===== config.mk =====
export PLATFORM = sky130hd
export DESIGN_NAME = http_chunked_body_deframer
export DESIGN_NICKNAME = d
export VERILOG_FILES = /design/src/rtl/core/hcbd_pkg.sv /design/src/rtl/core/http_chunked_body_deframer.sv
export SDC_FILE = /design/constraint.sdc
export NUM_CORES = 1
export LEC_CHECK = 0
export BUFFER_PORTS_ARGS = -buffer_cell sky130_fd_sc_hd__buf_2
export CAP_MARGIN = 20
export CORE_MARGIN = 2
export CORE_UTILIZATION = 57
export DETAILED_ROUTE_END_ITERATION = 10
export GPL_TIMING_DRIVEN = 0
export HOLD_SLACK_MARGIN = 0.12
export PLACE_DENSITY_LB_ADDON = 0.2
export SYNTH_ARGS = -nofsm -noshare
export SYNTH_HDL_FRONTEND = slang
export SYNTH_SLANG_ARGS = --single-unit

===== constraint.sdc =====
create_clock -name clk -period 6.1 [get_ports clk]
set_input_delay 0.305 -clock clk [delete_from_list [all_inputs] [get_ports clk]]
set_output_delay 0.305 -clock clk [all_outputs]
set_load 0.01 [all_outputs]

===== src/rtl/core/hcbd_pkg.sv =====
// Package with the constants, phase type and helpers of the chunked body deframer.
`timescale 1ns / 1ps
`default_nettype none
package hcbd_pkg;

  localparam int MAX_LINE  = 8192;
  localparam int SIZE_BITS = 32;
  localparam int LINE_W    = $clog2(MAX_LINE);

  localparam logic [7:0] CH_CR    = 8'd13;
  localparam logic [7:0] CH_LF    = 8'd10;
  localparam logic [7:0] CH_SPACE = 8'd32;
  localparam logic [7:0] CH_TAB   = 8'd9;

  typedef enum logic [6:0] {
    PH_SIZE    = 7'b0000001,
    PH_DATA    = 7'b0000010,
    PH_SKIP_A  = 7'b0000100,
    PH_SKIP_B  = 7'b0001000,
    PH_TRAILER = 7'b0010000,
    PH_DONE    = 7'b0100000,
    PH_FAIL    = 7'b1000000
  } phase_t;

  typedef struct packed {
    logic       ok;
    logic [3:0] value;
  } hex_t;

  function automatic hex_t hex_value(input logic [7:0] c);
    hex_t h;
    h.ok = 1'b1;
    h.value = 4'd0;
    if (c >= 8'h30 && c <= 8'h39) begin
      h.value = 4'(c - 8'h30);
    end else if (c >= 8'h61 && c <= 8'h66) begin
      h.value = 4'(c - 8'h57);
    end else if (c >= 8'h41 && c <= 8'h46) begin
      h.value = 4'(c - 8'h37);
    end else begin
      h.ok = 1'b0;
    end
    return h;
  endfunction

endpackage
`default_nettype wire


===== src/rtl/core/http_chunked_body_deframer.sv =====
// Top level of the chunked HTTP body deframer: parser state and result register.
`timescale 1ns / 1ps
`default_nettype none
// Decodes a chunked HTTP/1.1 body, one byte per input transaction, and returns
// exactly one result transaction per byte: the payload byte with payload_valid,
// chunk_last on the last byte of a chunk, body_done on the byte that ends the
// empty line after the trailers, and a sticky parse_error. The parse step runs
// in the cycle the byte is accepted and lands in the result register, so a new
// byte is accepted every cycle while the result register is empty or being
// taken downstream. Assert start_of_body on the first byte of a body to clear
// the parser, including a latched error.
module http_chunked_body_deframer (
  input  wire logic       clk,
  input  wire logic       rst,
  input  wire logic       in_valid,
  output logic            in_stall,
  input  wire logic [7:0] body_byte,
  input  wire logic       start_of_body,
  output logic            out_valid,
  input  wire logic       out_stall,
  output logic [7:0]      payload_byte,
  output logic            payload_valid,
  output logic            chunk_last,
  output logic            body_done,
  output logic            parse_error
);

  localparam int SB = hcbd_pkg::SIZE_BITS;
  localparam int LW = hcbd_pkg::LINE_W;

  hcbd_pkg::phase_t phase, phase_next;
  logic [SB-1:0] size_acc, size_acc_next;
  logic [SB-1:0] bytes_remaining, bytes_remaining_next;
  logic [LW-1:0] line_length, line_length_next;
  logic digit_seen, digit_seen_next;
  logic digits_closed, digits_closed_next;
  logic cr_pending, cr_pending_next;
  logic error_flag, error_flag_next;

  logic [7:0] pb_next;
  logic pv_next, cl_next, bd_next;

  logic in_take;
  logic line_end;
  logic line_full;
  logic [LW:0] line_inc;
  hcbd_pkg::hex_t hex;

  assign in_stall = out_valid && out_stall;
  assign in_take  = in_valid && !in_stall;
  assign hex      = hcbd_pkg::hex_value(body_byte);
  assign line_end = (body_byte == hcbd_pkg::CH_CR) || (body_byte == hcbd_pkg::CH_LF);

  always_comb begin
    phase_next           = phase;
    size_acc_next        = size_acc;
    bytes_remaining_next = bytes_remaining;
    line_length_next     = line_length;
    digit_seen_next      = digit_seen;
    digits_closed_next   = digits_closed;
    cr_pending_next      = cr_pending;
    error_flag_next      = error_flag;
    pb_next = 8'd0;
    pv_next = 1'b0;
    cl_next = 1'b0;
    bd_next = 1'b0;

    // start of body clears the parser before this byte is parsed
    if (start_of_body) begin
      phase_next           = hcbd_pkg::PH_SIZE;
      size_acc_next        = '0;
      bytes_remaining_next = '0;
      line_length_next     = '0;
      digit_seen_next      = 1'b0;
      digits_closed_next   = 1'b0;
      cr_pending_next      = 1'b0;
      error_flag_next      = 1'b0;
    end

    line_inc  = {1'b0, line_length_next} + (LW+1)'(1);
    line_full = line_inc >= (LW+1)'(hcbd_pkg::MAX_LINE);

    if (!error_flag_next) begin
      if (cr_pending_next && body_byte == hcbd_pkg::CH_LF) begin
        // drop the LF that follows a CR
        cr_pending_next = 1'b0;
      end else begin
        cr_pending_next = 1'b0;
        case (phase_next)
          hcbd_pkg::PH_SIZE: begin
            if (line_end) begin
              cr_pending_next  = (body_byte == hcbd_pkg::CH_CR);
              line_length_next = '0;
              if (!digit_seen_next) begin
                error_flag_next = 1'b1;
                phase_next      = hcbd_pkg::PH_FAIL;
              end else begin
                bytes_remaining_next = size_acc_next;
                phase_next = (size_acc_next == '0) ? hcbd_pkg::PH_TRAILER
                                                   : hcbd_pkg::PH_DATA;
                size_acc_next      = '0;
                digit_seen_next    = 1'b0;
                digits_closed_next = 1'b0;
              end
            end else if (line_full) begin
              error_flag_next = 1'b1;
              phase_next      = hcbd_pkg::PH_FAIL;
            end else begin
              line_length_next = line_inc[LW-1:0];
              if (!digits_closed_next) begin
                if (hex.ok) begin
                  // one more digit must not push the size past its width
                  if (size_acc_next[SB-1 -: 4] != 4'd0) begin
                    error_flag_next = 1'b1;
                    phase_next      = hcbd_pkg::PH_FAIL;
                  end else begin
                    size_acc_next   = {size_acc_next[SB-5:0], hex.value};
                    digit_seen_next = 1'b1;
                  end
                end else if ((body_byte == hcbd_pkg::CH_SPACE ||
                              body_byte == hcbd_pkg::CH_TAB) && !digit_seen_next) begin
                  digits_closed_next = 1'b0;
                end else begin
                  digits_closed_next = 1'b1;
                end
              end
            end
          end
          hcbd_pkg::PH_DATA: begin
            pb_next = body_byte;
            pv_next = 1'b1;
            bytes_remaining_next = bytes_remaining_next - SB'(1);
            if (bytes_remaining_next == '0) begin
              cl_next    = 1'b1;
              phase_next = hcbd_pkg::PH_SKIP_A;
            end
          end
          hcbd_pkg::PH_SKIP_A: begin
            phase_next = hcbd_pkg::PH_SKIP_B;
          end
          hcbd_pkg::PH_SKIP_B: begin
            phase_next       = hcbd_pkg::PH_SIZE;
            line_length_next = '0;
          end
          hcbd_pkg::PH_TRAILER: begin
            if (line_end) begin
              cr_pending_next = (body_byte == hcbd_pkg::CH_CR);
              if (line_length_next == '0) begin
                bd_next    = 1'b1;
                phase_next = hcbd_pkg::PH_DONE;
              end
              line_length_next = '0;
            end else if (line_full) begin
              error_flag_next = 1'b1;
              phase_next      = hcbd_pkg::PH_FAIL;
            end else begin
              line_length_next = line_inc[LW-1:0];
            end
          end
          hcbd_pkg::PH_DONE: begin
            phase_next = hcbd_pkg::PH_DONE;
          end
          default: begin
            error_flag_next = 1'b1;
            phase_next      = hcbd_pkg::PH_FAIL;
          end
        endcase
      end
    end

    if (error_flag_next) begin
      pb_next = 8'd0;
      pv_next = 1'b0;
      cl_next = 1'b0;
      bd_next = 1'b0;
    end
  end

  always_ff @(posedge clk) begin
    if (rst) begin
      phase           <= hcbd_pkg::PH_SIZE;
      size_acc        <= '0;
      bytes_remaining <= '0;
      line_length     <= '0;
      digit_seen      <= 1'b0;
      digits_closed   <= 1'b0;
      cr_pending      <= 1'b0;
      error_flag      <= 1'b0;
      out_valid       <= 1'b0;
    end else begin
      if (in_take) begin
        phase           <= phase_next;
        size_acc        <= size_acc_next;
        bytes_remaining <= bytes_remaining_next;
        line_length     <= line_length_next;
        digit_seen      <= digit_seen_next;
        digits_closed   <= digits_closed_next;
        cr_pending      <= cr_pending_next;
        error_flag      <= error_flag_next;
        out_valid       <= 1'b1;
      end else if (!out_stall) begin
        out_valid <= 1'b0;
      end
    end
  end

  // result payload: load on every accepted transaction, hold otherwise
  always_ff @(posedge clk) begin
    if (in_take) begin
      payload_byte  <= pb_next;
      payload_valid <= pv_next;
      chunk_last    <= cl_next;
      body_done     <= bd_next;
      parse_error   <= error_flag_next;
    end
  end

`ifndef SYNTH
  a_err_phase: assert property (@(posedge clk) disable iff (rst)
    error_flag == (phase == hcbd_pkg::PH_FAIL))
    else $error("error flag and fail phase disagree");

  a_err_sticky: assert property (@(posedge clk) disable iff (rst)
    (in_take && error_flag && !start_of_body) |=> (out_valid && parse_error))
    else $error("latched error not reported");

  a_err_quiet: assert property (@(posedge clk) disable iff (rst)
    (out_valid && parse_error) |-> !(payload_valid || chunk_last || body_done))
    else $error("result fields set alongside error");

  a_last_payload: assert property (@(posedge clk) disable iff (rst)
    (out_valid && chunk_last) |-> (payload_valid && !body_done))
    else $error("chunk_last without payload");

  a_done_phase: assert property (@(posedge clk) disable iff (rst)
    (in_take && bd_next) |=> (phase == hcbd_pkg::PH_DONE))
    else $error("body_done without done phase");
`endif

endmodule
`default_nettype wire

==> flow_summary_export.csv <==
group,metric,value,unit
route,routed_wl,23700,um
global_route,grt.overflow.total,0,
clock_network,cts_hold_buf,0,
worst_setup_path,critPathLaunchType,"input port",
route,viasPerCell,7.00,
status,status,"finished, final reports clean",
logic_synthesis,syn-mean-instance-area,7.71,um^2
power_and_ir_drop,cellLeakagePower,2.50,nW
clock_network,cts-resized-gates,0,
worst_setup_path,crit_path_max_fanout,10,
floorplan,ios,27,
timing,fin_crit_sh,88.5,%
timing,final.setup.tns,0,ns
cells_and_area,layout.cells.non_filler,1029,
global_route,grt_max_degree,21,
route,drt_iter0_markers,1071,
floorplan,coreArea,11300,um^2
clock_network,cts_buffers,9,
logic_synthesis,netlist_area,6520,um^2
power_and_ir_drop,clock_power_share,38.5,%
worst_setup_path,crit_path_end,"chunk_last",
clock_network,ctsHtreeMaxLevel,3,
timing,rsz0062_at_grt,"no",
route,wl_per_cell,23.1,um
timing,setup_viol,0,
clock_network,clkSlewWorstSetupHoldPaths,0.07,ns
worst_setup_path,worstSetupStartpoint,"start_of_body",
power_and_ir_drop,power_frac_seq,42.5,%
timing,fmax,0.185,GHz
logic_synthesis,synth_cell_types,81,
route,vias,7200,
floorplan,die_area,12300,um^2
timing,min_period,5.40,ns
floorplan,die_h,111,um
logic_synthesis,ys_seq_elements,101,
floorplan,fp-row-count,39,
worst_setup_path,crit-reg2reg-launch,"bytes_remaining[0]",
hold_path,hp-start,"in_valid",
logic_synthesis,ys_seq_area_share,32.9,%
worst_setup_path,rrSetupSlack,2.60,ns
route,ant_nets,0,
floorplan,start_util,57.8,%
timing,skew,0.0116,ns
hold_path,hold_depth,2,
logic_synthesis,ys.warnings.count,0,
logic_synthesis,synthArstFlopShare,0,%
timing,worstMarginPinSlew,1.05,ns
placement,dpl.hpwl,17200,um
logic_synthesis,ys.flop_type,"dfxtp_1",
global_route,grt_pass1_wl,36900,um
logic_synthesis,syn_nets,867,
power_and_ir_drop,ir_drop,248,uV
cells_and_area,multiInputGateArea,4070,um^2
cells_and_area,drive_above_1_share,8.92,%
worst_setup_path,reg2reg_depth,11,
worst_setup_path,end_kind,"flop",
worst_setup_path,critPathKind,"in -> reg",
hold_path,hold_path_class,"in -> reg",
worst_setup_path,worstPathRequired,6.31,ns
global_route,first_global_vias,6619,
placement,io_buffers,24,
timing,maxSlewHeadroom,29.5,%
timing,drv_slew,0,
clock_network,root_buffer,"clkbuf_16",
worst_setup_path,r2r_end,"chunk_last",
cells_and_area,final_nets,902,
global_route,grt_use_total,38.0,%
power_and_ir_drop,power_density,234,nW/um^2
clock_network,cts_buffer_depth,2,
floorplan,die_w,111,um
run,cap_violations,0,
power_and_ir_drop,p_switching,0.549,mW
cells_and_area,antenna_cells,0,
clock_network,cts_setup_buffers,0,
power_and_ir_drop,combPwrFrac,19.0,%
logic_synthesis,synth-edff-count,12,
placement,gp_routability_congestion,1.01,
global_route,grt_antenna_before_repair,0,
timing,fin_ws,0.702,ns
route,dr.pass1.iters,6,
clock_network,clk_latency,0.37,ns
cells_and_area,area_growth,9.58,%
placement,post-place-ws,0.745,ns
worst_setup_path,worst-endpoint-arrival,5.61,ns
timing,hold_viol,0,
power_and_ir_drop,p_int,1.12,mW
cells_and_area,final_cell_mix,"107 x nor2_1, 89 x dfxtp_1, 79 x nand2_1",
logic_synthesis,syn_inst,846,
clock_network,cts_tree,"done",
cells_and_area,area.sequential,2140,um^2
power_and_ir_drop,p_total,1.67,mW
cells_and_area,final_common_cell,"nor2_1",
power_and_ir_drop,switching_share,32.9,%
route,drc,0,
cells_and_area,nFillCells,1014,
clock_network,clock_sinks,101,
placement,post-place-cells,1013,
==> per-stage QoR <==
step	utilization [%]	instance area (um^2)	hold WS, ns
after floorplan	-	6520	0.429
after global placement	60.5	6820	0.475
after detailed placement	60.5	6820	0.477
after CTS	63.4	7140	0.176
after global routing	63.4	7140	0.186
final	63.4	7140	0.170
==> registers in the layout, summed over array words and instances, names as in the netlist <==
signal / flops
payload_byte: 8
parse_error: 1
chunk_last: 1
line_length: 13
out_valid: 1
size_acc: 32
cr_pending: 1
body_done: 1
payload_valid: 1
bytes_remaining: 32
phase: 7
error_flag: 1
digit_seen: 1
digits_closed: 1
==> cells by family after synthesis <==
| logic type | synth area share, % |
|---|---|
| simple gates | 30.4 |
| compound gates | 27.9 |
| flops | 32.9 |
| buf+inv | 4.72 |
| xor+xnor | 1.61 |
| fa+ha+maj | 1.54 |
| mux | 0.979 |
==> synthesized netlist by cell type (4+ instances only) <==
cell | number | area, um^2
dfxtp_1 | 89 | 1780
o31ai_1 | 11 | 82.6
buf_2 | 12 | 60.1
xnor2_1 | 9 | 78.8
a32oi_1 | 5 | 43.8
and4_1 | 5 | 43.8
nand3_1 | 22 | 110
a21o_1 | 9 | 67.6
nor3_2 | 4 | 40.0
or3_1 | 8 | 50.1
ha_1 | 8 | 100
a211oi_1 | 10 | 75.1
clkbuf_1 | 44 | 165
nand4_1 | 14 | 87.6
nor4_1 | 30 | 188
o211ai_1 | 6 | 45.0
nand2_1 | 79 | 297
a31oi_1 | 9 | 56.3
edfxtp_1 | 12 | 360
o31a_1 | 5 | 43.8
nor4b_1 | 6 | 52.6
or4_1 | 4 | 30.0
a22oi_1 | 38 | 285
o21ai_0 | 52 | 260
nor2_1 | 107 | 402
nand4b_1 | 6 | 52.6
o311ai_0 | 4 | 35.0
nand2b_1 | 6 | 37.5
a311oi_1 | 10 | 87.6
nor3_1 | 29 | 145
nor2b_1 | 17 | 106
a21oi_1 | 64 | 320
and2_1 | 5 | 31.3
inv_1 | 13 | 48.8
buf_1 | 4 | 15.0
and3_1 | 13 | 81.3
==> area by class of cell <==
cell class | count | share of cell area (%)
repair buffers | 24 | 1.68
multi-input cells | 669 | 57.0
inverters | 14 | 0.736
clock buffers | 9 | 3.15
well taps | 143 | 2.50
plain buffers | 62 | 3.57
flip-flops and latches | 101 | 30.0
clock inverters | 7 | 1.40
==> critical path, cell delays in order <==
cell      delay (ns)
buf_2           0.13
clkbuf_1        0.26
inv_1           0.39
clkbuf_1        0.60
clkbuf_1        0.62
buf_1           0.56
nand2_1         0.17
ha_1            0.21
clkbuf_1        0.20
nor4b_1         0.21
a41oi_1         0.65
nor2_1          0.21
o31ai_1         0.59
nand4_2         0.29
nor3_2          0.20
==> routing by layer <==
layer	vias up	part of all wire (%)	GRT usage (%)
li1	3292	-	-
met1	3319	41	53.1
met2	520	41	54.8
met3	69	14	12.4
met4	0	3.2	13.7
met5	-	0	0
==> worst min-delay path by stage <==
stage | end | slack [ns]
2_1_floorplan | out_valid | 0.43
4_1_cts | out_valid | 0.18
3_5_place_dp | line_length[9] | 0.48
3_3_place_gp | line_length[9] | 0.48
5_1_grt | out_valid | 0.19
6_report | out_valid | 0.17
==> power by group through the flow <==
stage | Combinational, mW | Sequential (mW) | Clock, mW
floorplan | 0.207 | 0.719 | 0
global placement | 0.298 | 0.722 | 0
detailed placement | 0.300 | 0.723 | 0
CTS | 0.302 | 0.708 | 0.641
global route | 0.336 | 0.711 | 0.664
finish | 0.317 | 0.709 | 0.644
Note: power is estimated with default switching activity, not from simulation.
